File: src/rtl/mlr_pkg.sv
// shared types, widths and octant move tables for the midpoint line rasterizer
`default_nettype none

package mlr_pkg;

  localparam int unsigned CoordBits    = 12;
  localparam int unsigned DecBits      = CoordBits + 4;
  localparam int unsigned InFieldBits  = 4 * CoordBits;
  localparam int unsigned InDataBits   = ((InFieldBits + 7) / 8) * 8;
  localparam int unsigned OutFieldBits = 2 * CoordBits + 3;
  localparam int unsigned OutDataBits  = ((OutFieldBits + 7) / 8) * 8;

  typedef logic signed [CoordBits-1:0] coord_t;
  typedef logic signed [DecBits-1:0]   dec_t;
  typedef logic signed [1:0]           move_t;

  typedef enum logic {
    CmdLoad = 1'b0,
    CmdStep = 1'b1
  } cmd_e;

  typedef enum logic [2:0] {
    Zone0 = 3'd0,
    Zone1 = 3'd1,
    Zone2 = 3'd2,
    Zone3 = 3'd3,
    Zone4 = 3'd4,
    Zone5 = 3'd5,
    Zone6 = 3'd6,
    Zone7 = 3'd7
  } zone_e;

  localparam move_t MoveFwd  = 2'sb01;
  localparam move_t MoveNone = 2'sb00;
  localparam move_t MoveBack = 2'sb11;

  typedef struct packed {
    cmd_e   cmd;
    coord_t x_start;
    coord_t y_start;
    coord_t x_end;
    coord_t y_end;
  } in_item_t;

  typedef struct packed {
    zone_e  zone;
    dec_t   d0;
    dec_t   inc_neg;
    dec_t   inc_pos;
    coord_t end_major;
  } setup_t;

  typedef struct packed {
    coord_t x;
    coord_t y;
    zone_e  octant;
    logic   last;
  } pix_t;

  // moves taken while the decision is negative
  function automatic move_t move_neg_x(zone_e z);
    move_t m;
    unique case (z)
      Zone0, Zone1, Zone7: m = MoveFwd;
      Zone3, Zone4, Zone5: m = MoveBack;
      default:             m = MoveNone;
    endcase
    return m;
  endfunction

  function automatic move_t move_neg_y(zone_e z);
    move_t m;
    unique case (z)
      Zone1, Zone2, Zone3: m = MoveFwd;
      Zone5, Zone6, Zone7: m = MoveBack;
      default:             m = MoveNone;
    endcase
    return m;
  endfunction

  // moves taken while the decision is zero or positive
  function automatic move_t move_pos_x(zone_e z);
    move_t m;
    unique case (z)
      Zone0, Zone6, Zone7: m = MoveFwd;
      Zone2, Zone3, Zone4: m = MoveBack;
      default:             m = MoveNone;
    endcase
    return m;
  endfunction

  function automatic move_t move_pos_y(zone_e z);
    move_t m;
    unique case (z)
      Zone0, Zone1, Zone2: m = MoveFwd;
      Zone4, Zone5, Zone6: m = MoveBack;
      default:             m = MoveNone;
    endcase
    return m;
  endfunction

  // one unit step with saturation at the coordinate range
  function automatic coord_t step_coord(coord_t c, move_t m);
    logic signed [CoordBits:0] s;
    coord_t r;
    s = {c[CoordBits-1], c} + {{(CoordBits - 1){m[1]}}, m};
    if (s[CoordBits] != s[CoordBits-1]) begin
      r = s[CoordBits] ? {1'b1, {(CoordBits - 1){1'b0}}} : {1'b0, {(CoordBits - 1){1'b1}}};
    end else begin
      r = s[CoordBits-1:0];
    end
    return r;
  endfunction

endpackage

`default_nettype wire

File: src/rtl/mlr_setup.sv
// line setup: octant choice, initial decision and both increments
`default_nettype none

module mlr_setup
  import mlr_pkg::*;
(
  input  in_item_t item_i,
  output setup_t   setup_o
);

  logic signed [CoordBits:0] dx_n, dy_n;
  dec_t  dx, dy, dx2, dy2;
  zone_e zone;

  always_comb begin
    dx_n = {item_i.x_end[CoordBits-1], item_i.x_end}
         - {item_i.x_start[CoordBits-1], item_i.x_start};
    dy_n = {item_i.y_end[CoordBits-1], item_i.y_end}
         - {item_i.y_start[CoordBits-1], item_i.y_start};
    dx  = {{(DecBits - CoordBits - 1){dx_n[CoordBits]}}, dx_n};
    dy  = {{(DecBits - CoordBits - 1){dy_n[CoordBits]}}, dy_n};
    dx2 = dx <<< 1;
    dy2 = dy <<< 1;

    // ties fall to the steeper zone
    if (!dx[DecBits-1] && !dy[DecBits-1]) begin
      zone = (dx > dy) ? Zone0 : Zone1;
    end else if (!dx[DecBits-1]) begin
      zone = (dx > -dy) ? Zone7 : Zone6;
    end else if (!dy[DecBits-1]) begin
      zone = (-dx > dy) ? Zone3 : Zone2;
    end else begin
      zone = (dx < dy) ? Zone4 : Zone5;
    end

    setup_o.zone = zone;
    unique case (zone)
      Zone0: begin
        setup_o.d0 = dy2 - dx;  setup_o.inc_neg = dy2;        setup_o.inc_pos = dy2 - dx2;
      end
      Zone1: begin
        setup_o.d0 = dy - dx2;  setup_o.inc_neg = dy2 - dx2;  setup_o.inc_pos = -dx2;
      end
      Zone2: begin
        setup_o.d0 = -dy - dx2; setup_o.inc_neg = -dx2;       setup_o.inc_pos = -dy2 - dx2;
      end
      Zone3: begin
        setup_o.d0 = -dy2 - dx; setup_o.inc_neg = -dx2 - dy2; setup_o.inc_pos = -dy2;
      end
      Zone4: begin
        setup_o.d0 = dx - dy2;  setup_o.inc_neg = -dy2;       setup_o.inc_pos = dx2 - dy2;
      end
      Zone5: begin
        setup_o.d0 = dx2 - dy;  setup_o.inc_neg = dx2 - dy2;  setup_o.inc_pos = dx2;
      end
      Zone6: begin
        setup_o.d0 = dx2 + dy;  setup_o.inc_neg = dx2;        setup_o.inc_pos = dx2 + dy2;
      end
      default: begin
        setup_o.d0 = dy2 + dx;  setup_o.inc_neg = dx2 + dy2;  setup_o.inc_pos = dy2;
      end
    endcase

    case (zone) inside
      Zone0, Zone3, Zone4, Zone7: setup_o.end_major = item_i.x_end;
      default:                    setup_o.end_major = item_i.y_end;
    endcase
  end

endmodule

`default_nettype wire

File: src/rtl/mlr_core.sv
// line state registers and the combinational midpoint step
`default_nettype none

module mlr_core
  import mlr_pkg::*;
(
  input  logic     clk_i,
  input  logic     rst_ni,
  input  logic     advance_i,
  input  in_item_t item_i,
  output logic     busy_o,
  output pix_t     pix_o
);

  setup_t setup;

  coord_t cur_x_q, cur_x_d, cur_y_q, cur_y_d, end_major_q, end_major_d;
  dec_t   decision_q, decision_d, inc_neg_q, inc_neg_d, inc_pos_q, inc_pos_d;
  zone_e  zone_q, zone_d;
  logic   busy_q, busy_d;

  coord_t nx, ny;
  dec_t   dec_next;
  logic   dneg, more;

  mlr_setup u_setup (
    .item_i  (item_i),
    .setup_o (setup)
  );

  always_comb begin
    dneg = decision_q[DecBits-1];
    if (dneg) begin
      nx       = step_coord(cur_x_q, move_neg_x(zone_q));
      ny       = step_coord(cur_y_q, move_neg_y(zone_q));
      dec_next = decision_q + inc_neg_q;
    end else begin
      nx       = step_coord(cur_x_q, move_pos_x(zone_q));
      ny       = step_coord(cur_y_q, move_pos_y(zone_q));
      dec_next = decision_q + inc_pos_q;
    end

    case (zone_q) inside
      Zone0, Zone7: more = nx < end_major_q;
      Zone3, Zone4: more = nx > end_major_q;
      Zone1, Zone2: more = ny < end_major_q;
      default:      more = ny > end_major_q;
    endcase

    cur_x_d     = cur_x_q;
    cur_y_d     = cur_y_q;
    decision_d  = decision_q;
    inc_neg_d   = inc_neg_q;
    inc_pos_d   = inc_pos_q;
    end_major_d = end_major_q;
    zone_d      = zone_q;
    busy_d      = busy_q;

    if (advance_i) begin
      if (item_i.cmd == CmdLoad) begin
        cur_x_d     = item_i.x_start;
        cur_y_d     = item_i.y_start;
        decision_d  = setup.d0;
        inc_neg_d   = setup.inc_neg;
        inc_pos_d   = setup.inc_pos;
        end_major_d = setup.end_major;
        zone_d      = setup.zone;
        busy_d      = 1'b1;
      end else if (busy_q) begin
        cur_x_d    = nx;
        cur_y_d    = ny;
        decision_d = dec_next;
        busy_d     = more;
      end
    end
  end

  always_ff @(posedge clk_i or negedge rst_ni) begin
    if (!rst_ni) begin
      cur_x_q     <= '0;
      cur_y_q     <= '0;
      decision_q  <= '0;
      inc_neg_q   <= '0;
      inc_pos_q   <= '0;
      end_major_q <= '0;
      zone_q      <= Zone0;
      busy_q      <= 1'b0;
    end else begin
      cur_x_q     <= cur_x_d;
      cur_y_q     <= cur_y_d;
      decision_q  <= decision_d;
      inc_neg_q   <= inc_neg_d;
      inc_pos_q   <= inc_pos_d;
      end_major_q <= end_major_d;
      zone_q      <= zone_d;
      busy_q      <= busy_d;
    end
  end

  assign busy_o       = busy_q;
  assign pix_o.x      = cur_x_q;
  assign pix_o.y      = cur_y_q;
  assign pix_o.octant = zone_q;
  assign pix_o.last   = !more;

endmodule

`default_nettype wire

File: src/rtl/midpoint_line_rasterizer_top.sv
// top level of the eight-octant midpoint line rasterizer
//
//  channel  dir  tdata (lsb first)                        side bits
//  s_axis   in   x_start, y_start, x_end, y_end            tuser = cmd (0 load, 1 step)
//  m_axis   out  pixel_x, pixel_y, octant, zero pad        tlast = last pixel of line
//
// an input beat lands in the input register; from there it is either a load
// (sets up the line, no output) or a step (one pixel into the output register)
// one beat per clock sustained while the output is not stalled;
// the decision add plus the saturating step and end compare set the cycle
// a stalled output beat holds; the input register still drains loads and idle steps
// reset leaves the block idle with no line loaded
`default_nettype none

module midpoint_line_rasterizer_top
  import mlr_pkg::*;
(
  input  logic                   clk_i,
  input  logic                   rst_ni,
  input  logic                   s_axis_tvalid,
  output logic                   s_axis_tready,
  input  logic [InDataBits-1:0]  s_axis_tdata,   // x_start, y_start, x_end, y_end
  input  logic                   s_axis_tuser,   // cmd
  output logic                   m_axis_tvalid,
  input  logic                   m_axis_tready,
  output logic [OutDataBits-1:0] m_axis_tdata,   // pixel_x, pixel_y, octant
  output logic                   m_axis_tlast    // last
);

  logic     in_valid_q, in_valid_d;
  in_item_t in_item_q, in_item_d;
  logic     out_valid_q, out_valid_d;
  pix_t     out_pix_q, out_pix_d;

  logic     busy, produces, out_free, advance;
  pix_t     pix;

  mlr_core u_core (
    .clk_i     (clk_i),
    .rst_ni    (rst_ni),
    .advance_i (advance),
    .item_i    (in_item_q),
    .busy_o    (busy),
    .pix_o     (pix)
  );

  always_comb begin
    produces      = (in_item_q.cmd == CmdStep) && busy;
    out_free      = !out_valid_q || m_axis_tready;
    advance       = in_valid_q && (!produces || out_free);
    s_axis_tready = !in_valid_q || advance;

    in_valid_d = in_valid_q;
    in_item_d  = in_item_q;
    if (s_axis_tvalid && s_axis_tready) begin
      in_valid_d        = 1'b1;
      in_item_d.cmd     = cmd_e'(s_axis_tuser);
      in_item_d.x_start = s_axis_tdata[CoordBits-1:0];
      in_item_d.y_start = s_axis_tdata[2*CoordBits-1:CoordBits];
      in_item_d.x_end   = s_axis_tdata[3*CoordBits-1:2*CoordBits];
      in_item_d.y_end   = s_axis_tdata[4*CoordBits-1:3*CoordBits];
    end else if (advance) begin
      in_valid_d = 1'b0;
    end

    out_valid_d = out_valid_q;
    out_pix_d   = out_pix_q;
    if (advance && produces) begin
      out_valid_d = 1'b1;
      out_pix_d   = pix;
    end else if (m_axis_tready) begin
      out_valid_d = 1'b0;
    end
  end

  always_ff @(posedge clk_i or negedge rst_ni) begin
    if (!rst_ni) begin
      in_valid_q  <= 1'b0;
      out_valid_q <= 1'b0;
    end else begin
      in_valid_q  <= in_valid_d;
      out_valid_q <= out_valid_d;
    end
  end

  always_ff @(posedge clk_i) begin
    in_item_q <= in_item_d;
    out_pix_q <= out_pix_d;
  end

  assign m_axis_tvalid = out_valid_q;
  assign m_axis_tdata  = {{(OutDataBits - OutFieldBits){1'b0}},
                          out_pix_q.octant, out_pix_q.y, out_pix_q.x};
  assign m_axis_tlast  = out_pix_q.last;

endmodule

`default_nettype wire

File: config.mk
export PLATFORM = sky130hd
export DESIGN_NAME = midpoint_line_rasterizer_top
export DESIGN_NICKNAME = d
export VERILOG_FILES = /design/src/rtl/mlr_pkg.sv /design/src/rtl/mlr_setup.sv /design/src/rtl/mlr_core.sv /design/src/rtl/midpoint_line_rasterizer_top.sv
export SDC_FILE = /design/constraint.sdc
export NUM_CORES = 1
export LEC_CHECK = 0
export BUFFER_PORTS_ARGS = -buffer_cell sky130_fd_sc_hd__buf_2
export CAP_MARGIN = 15
export CORE_ASPECT_RATIO = 0.9
export CORE_UTILIZATION = 45
export CTS_CLUSTER_DIAMETER = 150
export DETAILED_ROUTE_END_ITERATION = 6
export PLACE_DENSITY = 0.69
export SLEW_MARGIN = 20
export SYNTH_ARGS = -nofsm -noshare
export SYNTH_HDL_FRONTEND = slang
export SYNTH_SLANG_ARGS = --single-unit
File: constraint.sdc
create_clock -name clk_i -period 11.95 [get_ports clk_i]
set_clock_uncertainty 0.05 [all_clocks]
set_input_delay 1.7925 -clock clk_i [delete_from_list [all_inputs] [get_ports clk_i]]
set_output_delay 1.7925 -clock clk_i [all_outputs]
set_load 0.1 [all_outputs]
==> reports/summary.txt, run 1 <==
worst vdd ir -> 0.155 mV
Distinct cells, synth -> 104
fin crit share -> 75.5%
area of the multi-input gates -> 15900 um^2
Remaining Overflow, GRT -> 0
H-tree Lvls -> 4
Die Y-Extent -> 209 um
unrepaired setup endpoints after global routing -> false
Worst Tran Pin Value -> 1.31 ns
First-pass DRT Iterations -> 7
Avg Cell Area, Syn -> 8.10 um^2
post-synthesis register bit count -> 164
worst skew pair latency -> 0.48 ns
CTS sink cnt -> 164
Die ar. -> 48500 um^2
relative slew slack -> 12.5%
crit path max fanout -> 19
WL per Instance -> 25.4 um
most frequent CP cell -> ha_1
Core Region -> 46800 um^2
Final Hold Fails -> 0
Die X-Extent -> 232 um
Worst setup EP type -> flop
PD cells -> 298 nW/um^2
placed insts -> 3274
Total GRT Usage -> 34.4%
CTS tree -> yes
WL final -> 83800 um
PortBufs -> 82
leading area contributor after synthesis -> ha_1
Pins Over Slew Limit -> 0
sequential area share after synthesis -> 21.0%
CP arrival -> 9.40 ns
routability cong. -> 1.06
cts bufs inserted -> 17
diodes inserted -> 0
synth top area cells -> ha_1 (17%), edfxtp_1 (11%), dfrtp_1 (10%), xnor2_1 (6.1%), a21oi_1 (5.4%)
number of global-route vias before repair -> 20500
Vias per Instance -> 6.47
fin nets -> 3043
Sequential cell area -> 4490 um^2
HPWL after DPL -> 64400 um
min cycle time layout -> 9.02 ns
non-filler cells, final -> 3306
clk slew on worst S/H paths -> 0.08 ns
site row count -> 75
Initial Util -> 45.8%
critical path start-end classification -> reg2reg
fillers -> 4512
Post-route DRC -> 0
Root Buffer -> clkbuf_16
top-area cell type share of the netlist area -> 17.1%
total number of vias -> 21400
Max clock buf depth -> 2
Slowest cell on crit path -> xor2_1
postcts setup bufs -> 0
ys async rst share -> 53.0%
pin count of the biggest net entering global routing -> 92
DR iter-0 viols -> 2509
Synth-to-Final Area Change -> 8.01%
initial antenna violation count -> 1
Static Leak -> 0.0102 uW
final worst slack -> 2.93 ns
DRT antenna net count -> 0
dpl ws -> 3.31 ns
Worst EP required -> 12.32 ns
Hold WC Path Type -> reg2reg
post-CTS sizing -> 0
synth warn -> 0
I/O pin cnt -> 88
Crit path largest cell delay -> 0.73 ns
setup violators final -> 0
Cell Area, Synth -> 21400 um^2
critical path startpoint category -> flop
Fmax -> 111 MHz
EDFF count, synth -> 77
first-pass GRT wire length -> 126000 um
layout cells sized above 1 -> 9.52%
Hold Buf Count CTS -> 0
TNS Setup -> 0 ns
status -> complete, no violations
Gate Count Post-Synth -> 2644
total of max-cap violations -> 0
Main synth FF type -> dfrtp_1
-- metrics by stage --
stage	hold slack [ns]	area [um^2]	util, %	power, uW
after floorplan	0.394	21400	-	4630
after global placement	0.409	22500	48.1	6030
after detailed placement	0.418	22500	48.1	6100
after CTS	0.434	23100	49.4	6730
after global routing	0.454	23100	49.4	7360
final	0.435	23100	49.4	6900
-- cell usage after synthesis, types with 9 or more instances --
cell type,n
nor2b_1,33
clkbuf_1,90
a221oi_1,22
a22o_1,14
nand2b_1,32
nand3_1,47
mux2_2,18
nor2_1,198
o41ai_1,13
nand4_1,25
a22oi_1,16
o21ai_0,172
buf_2,12
fa_1,20
o21bai_1,17
a31oi_1,29
buf_1,9
ha_1,293
mux2i_1,27
nand2_1,235
o22ai_1,22
a21oi_1,233
o31a_1,11
o2111ai_1,10
xor2_1,47
a211oi_1,25
nor3_1,81
a222oi_1,11
inv_1,159
a21o_1,75
a221o_1,10
or3_1,20
a2111oi_0,11
dfrtp_1,87
edfxtp_1,77
xnor2_1,150
and2_1,16
or2_2,16
and3_1,21
o211ai_1,29
a21bo_2,10
o31ai_1,18
o21a_1,23
-- state kept, by name (all words and copies together) (netlist names) --
signal and cells:
in_item_q 49, in_valid_q 1, m_axis_tdata 27, m_axis_tlast 1, m_axis_tvalid 1, u_core.busy_o 1
u_core.cur_x_q 12, u_core.cur_y_q 12, u_core.decision_q 15, u_core.end_major_q 12, u_core.inc_neg_q 15, u_core.inc_pos_q 15
u_core.zone_q 3
-- critical path, delay by kind of cell (launching register included) --
kind / cells / cell delay (ns)
AO/OA/AOI/OAI: 9 / 1.88
XOR/XNOR: 2 / 0.91
adder cells (fa/ha/maj): 4 / 1.66
buffers and inverters: 4 / 1.03
flip-flops: 1 / 0.40
AND/OR/NAND/NOR: 9 / 3.04
-- layout by cell type, fill, tap and decap left out, types with 79 or more instances in the layout --
cell     instances
o21ai_0        172
nand2_1        233
dfrtp_1         87
a21oi_1        232
xnor2_1        150
inv_1          158
nor3_1          79
nor2_1         198
ha_1           293
buf_2           81
-- logic make-up after synthesis --
| group | Yosys count | synth area share (%) |
|---|---|---|
| adders and majority gates | 315 | 19.1 |
| DFF | 164 | 21.0 |
| muxes | 46 | 2.26 |
| AOI/OAI and AO/OA | 870 | 27.3 |
| buffers and inverters | 286 | 5.18 |
| other | 1 | 0.0175 |
| xor gates and xnor gates | 199 | 8.31 |
| and+or+nand+nor | 763 | 16.9 |
-- path summary, 6_finish.rpt --
| check | endpoint | cells after the start | start | slack [ns] |
|---|---|---|---|---|
| min | u_core.end_major_q[7] | 2 | u_core.end_major_q[7] | 0.43 |
| min reg2reg | u_core.end_major_q[7] | 2 | u_core.end_major_q[7] | 0.43 |
| min in group asynchronous | u_core.cur_y_q[10] | 1 | rst_ni | 1.22 |
| max | u_core.inc_neg_q[6] | 28 | in_item_q[24] | 2.93 |
| max reg2reg | u_core.inc_neg_q[6] | 28 | in_item_q[24] | 2.93 |
| max in group asynchronous | in_valid_q | 2 | rst_ni | 9.27 |
-- power breakdown --
group | total [uW] | leakage [uW] | internal [uW] | switching [uW]
Combinational | 5390 | 0.00814 | 2000 | 3390
Clock | 591 | 0.000293 | 301 | 290
Sequential | 917 | 0.00182 | 769 | 148
-- routing by layer --
layer  up-vias  GRT usage (%)  routed length, um
li1       9764              -                  -
met1     10300           45.6              35600
met2      1102           54.0              37000
met3       200           7.22               7750
met4         2           14.0               3550
met5         -              0                  9
-- layout make-up --
cell class,count,share of cell area (%)
clock inverters,15,0.800
well taps,616,3.33
repair buffers,126,3.21
clock buffers,17,1.84
flip-flops and latches,164,19.4
multi-input cells,2198,68.7
inverters,170,2.77
(Power assumes the default switching activity.)
==> inputs of run 2 (changes only) <==
--- a/config.mk
+++ b/config.mk
@@ -11,7 +11,7 @@
 export CORE_UTILIZATION = 45
 export CTS_CLUSTER_DIAMETER = 150
 export DETAILED_ROUTE_END_ITERATION = 6
-export PLACE_DENSITY = 0.69
+export PLACE_DENSITY = 0.72
 export SLEW_MARGIN = 20
 export SYNTH_ARGS = -nofsm -noshare
 export SYNTH_HDL_FRONTEND = slang
==> constraint.sdc (replaced) <==
create_clock -name clk_i -period 7.6 [get_ports clk_i]
set_clock_uncertainty 0.05 [all_clocks]
set_input_delay 1.14 -clock clk_i [delete_from_list [all_inputs] [get_ports clk_i]]
set_output_delay 1.14 -clock clk_i [all_outputs]
set_load 0.1 [all_outputs]
==> reports/summary.txt, run 2 (synthesized netlist as in run 1, its figures left out) <==
Max clock buf depth -> 2 (unchanged)
First-pass DRT Iterations -> 7 (unchanged)
TNS Setup -> 0 ns (unchanged)
commonest non-fill, non-tap cell in the layout -> ha_1 (unchanged)
Vias per Instance -> 6.48 (was 6.47)
PortBufs -> 82 (unchanged)
Post-route DRC -> 0 (unchanged)
cts bufs inserted -> 17 (unchanged)
Die Y-Extent -> 209 um (unchanged)
r2r worst-path depth -> 27 (was 28)
WL per Instance -> 25.8 um (was 25.4 um)
Largest register FFs -> 49 (unchanged)
min cycle time layout -> 7.31 ns (was 9.02 ns)
worst vdd ir -> 0.235 mV (was 0.155 mV)
total of max-cap violations -> 0 (unchanged)
Post-Layout Inst Area -> 23600 um^2 (was 23100 um^2)
worst skew pair latency -> 0.49 ns (was 0.48 ns)
DP Area -> 23000 um^2 (was 22500 um^2)
global routing usage on met3 -> 7.26% (was 7.22%)
Slowest cell on crit path -> a2111oi_0 (was xor2_1)
PD cells -> 468 nW/um^2 (was 298 nW/um^2)
Worst R2R Start -> in_item_q[25] (was in_item_q[24])
dpl ws -> 0.0899 ns (was 3.31 ns)
RR Endpoint -> u_core.decision_q[5] (was u_core.inc_neg_q[6])
Remaining Overflow, GRT -> 0 (unchanged)
Die X-Extent -> 232 um (unchanged)
CTS sink cnt -> 164 (unchanged)
GR peak layer -> met2 (unchanged)
setup violators final -> 0 (unchanged)
site row count -> 75 (unchanged)
register bank with the most flops -> in_item_q (unchanged)
I/O pin cnt -> 88 (unchanged)
most frequent cells in the layout -> ha_1 (293), a21oi_1 (232), nand2_1 (232), nor2_1 (197), o21ai_0 (172) (was ha_1 (293), nand2_1 (233), a21oi_1 (232), nor2_1 (198), o21ai_0 (172))
Fmax -> 137 MHz (was 111 MHz)
WL final -> 87000 um (was 83800 um)
Worst setup EP type -> flop (unchanged)
pin count of the biggest net entering global routing -> 92 (unchanged)
Worst EP required -> 7.92 ns (was 12.32 ns)
layout cells sized above 1 -> 11.7% (was 9.52%)
met1 Use GR -> 47.8% (was 45.6%)
unrepaired setup endpoints after global routing -> false (unchanged)
CTS tree -> yes (unchanged)
Total GRT Usage -> 35.7% (was 34.4%)
fin nets -> 3104 (was 3043)
Worst Tran Pin Value -> 1.04 ns (was 1.31 ns)
Worst path depth -> 27 (was 28)
DR iter-0 viols -> 2903 (was 2509)
Crit path buffers/inverters -> 6 (was 4)
H-tree Lvls -> 4 (unchanged)
final worst slack -> 0.286 ns (was 2.93 ns)
crit-path leading delay family -> compound AO/OA/AOI/OAI gates (was simple AND/OR/NAND/NOR gates)
crit path max fanout -> 11 (was 19)
critical path startpoint category -> flop (unchanged)
Pins Over Slew Limit -> 0 (unchanged)
Root Buffer -> clkbuf_16 (unchanged)
DRT antenna net count -> 0 (unchanged)
GR Layer Usage met2 -> 56.4% (was 54.0%)
Worst Setup SP -> in_item_q[25] (was in_item_q[24])
Hold WC Path Type -> reg2reg (unchanged)
R2R Setup Slk -> 0.29 ns (was 2.93 ns)
Synth-to-Final Area Change -> 10.4% (was 8.01%)
Critical path destination -> u_core.decision_q[5] (was u_core.inc_neg_q[6])
first-pass GRT wire length -> 131000 um (was 126000 um)
diodes inserted -> 0 (unchanged)
most frequent CP cell -> inv_1 (was ha_1)
critical path start-end classification -> reg2reg (unchanged)
Die ar. -> 48500 um^2 (unchanged)
number of global-route vias before repair -> 21000 (was 20500)
relative slew slack -> 29.6% (was 12.5%)
status -> complete, no violations (unchanged)
clk slew on worst S/H paths -> 0.08 ns (about the same)
fin crit share -> 96.2% (was 75.5%)
Initial Util -> 45.8% (unchanged)
HPWL after DPL -> 67500 um (was 64400 um)
Crit path largest cell delay -> 0.56 ns (was 0.73 ns)
Final Hold Fails -> 0 (unchanged)
Static Leak -> 0.0106 uW (was 0.0102 uW)
Core Region -> 46800 um^2 (unchanged)
initial antenna violation count -> 2 (was 1)
CP arrival -> 7.63 ns (was 9.40 ns)
total number of vias -> 21800 (was 21400)
routability cong. -> 1.07 (was 1.06)
## run 2: changes by cell type in the layout (fill, tap and decap cells not counted), moves of 2 or more
| cell | delta |
|---|---|
| inv_8 | -2 |
| clkinv_8 | +3 |
| a2111oi_1 | -2 |
| buf_4 | +58 |
## run 2: area by class of cell
class / instances / area, um^2
multi-input cells: 2198 / 15900
clock inverters: 15 / 181
fillers: 4537 / 23200
inverters: 170 / 644
well taps: 616 / 771
repair buffers: 187 / 1220
flip-flops and latches: 164 / 4490
clock buffers: 17 / 425
## run 2: worst min path at each step
stage	cells past startpoint	slack, ns	to	startpoint
2_1_floorplan	1	0.39	u_core.inc_neg_q[6]	u_core.inc_neg_q[6]
3_3_place_gp	2	0.41	u_core.end_major_q[9]	u_core.end_major_q[9]
3_5_place_dp	2	0.42	u_core.inc_neg_q[13]	u_core.inc_neg_q[13]
4_1_cts	2	0.43	u_core.inc_neg_q[13]	u_core.inc_neg_q[13]
5_1_grt	2	0.47	u_core.end_major_q[5]	u_core.end_major_q[5]
6_report	2	0.43	u_core.inc_neg_q[13]	u_core.inc_neg_q[13]
## run 2: report_power, final
group	total [uW]	switching [uW]	internal (uW)
Combinational	8720	5440	3270
Clock	912	468	444
Sequential	1450	237	1210
## run 2: through the flow
step | instances | total power (uW) | utilization (%) | hold slack [ns]
3_3_place_gp | 3335 | 9680 | 49.1 | 0.411
5_1_grt | 3367 | 11800 | 50.5 | 0.465
2_1_floorplan | 2648 | 7280 | - | 0.394
4_1_cts | 3367 | 10800 | 50.4 | 0.434
3_5_place_dp | 3335 | 9810 | 49.1 | 0.418
6_report | 3367 | 11100 | 50.5 | 0.429
## run 2: routing by layer
metal  wire length (um)  share of wire [%]  up-vias
met5                 13              0.015        -
met1              35800                 41    10400
met2              39100                 45     1267
met3               8850                 10      222
li1                   -                  -     9887
met4               3280                3.8        2
## run 2: timing repair
action | CTS | global route
hold buffers | 0 | 0
buffers inserted | 0 | 0
setup endpoints to repair | 0 | 43
resized for setup | 0 | 14
## run 2: worst min-delay path, stage by stage (launching register included)
cell and delay [ns]:
dfrtp_1 0.34, nand2_1 0.05, o21ai_0 0.06
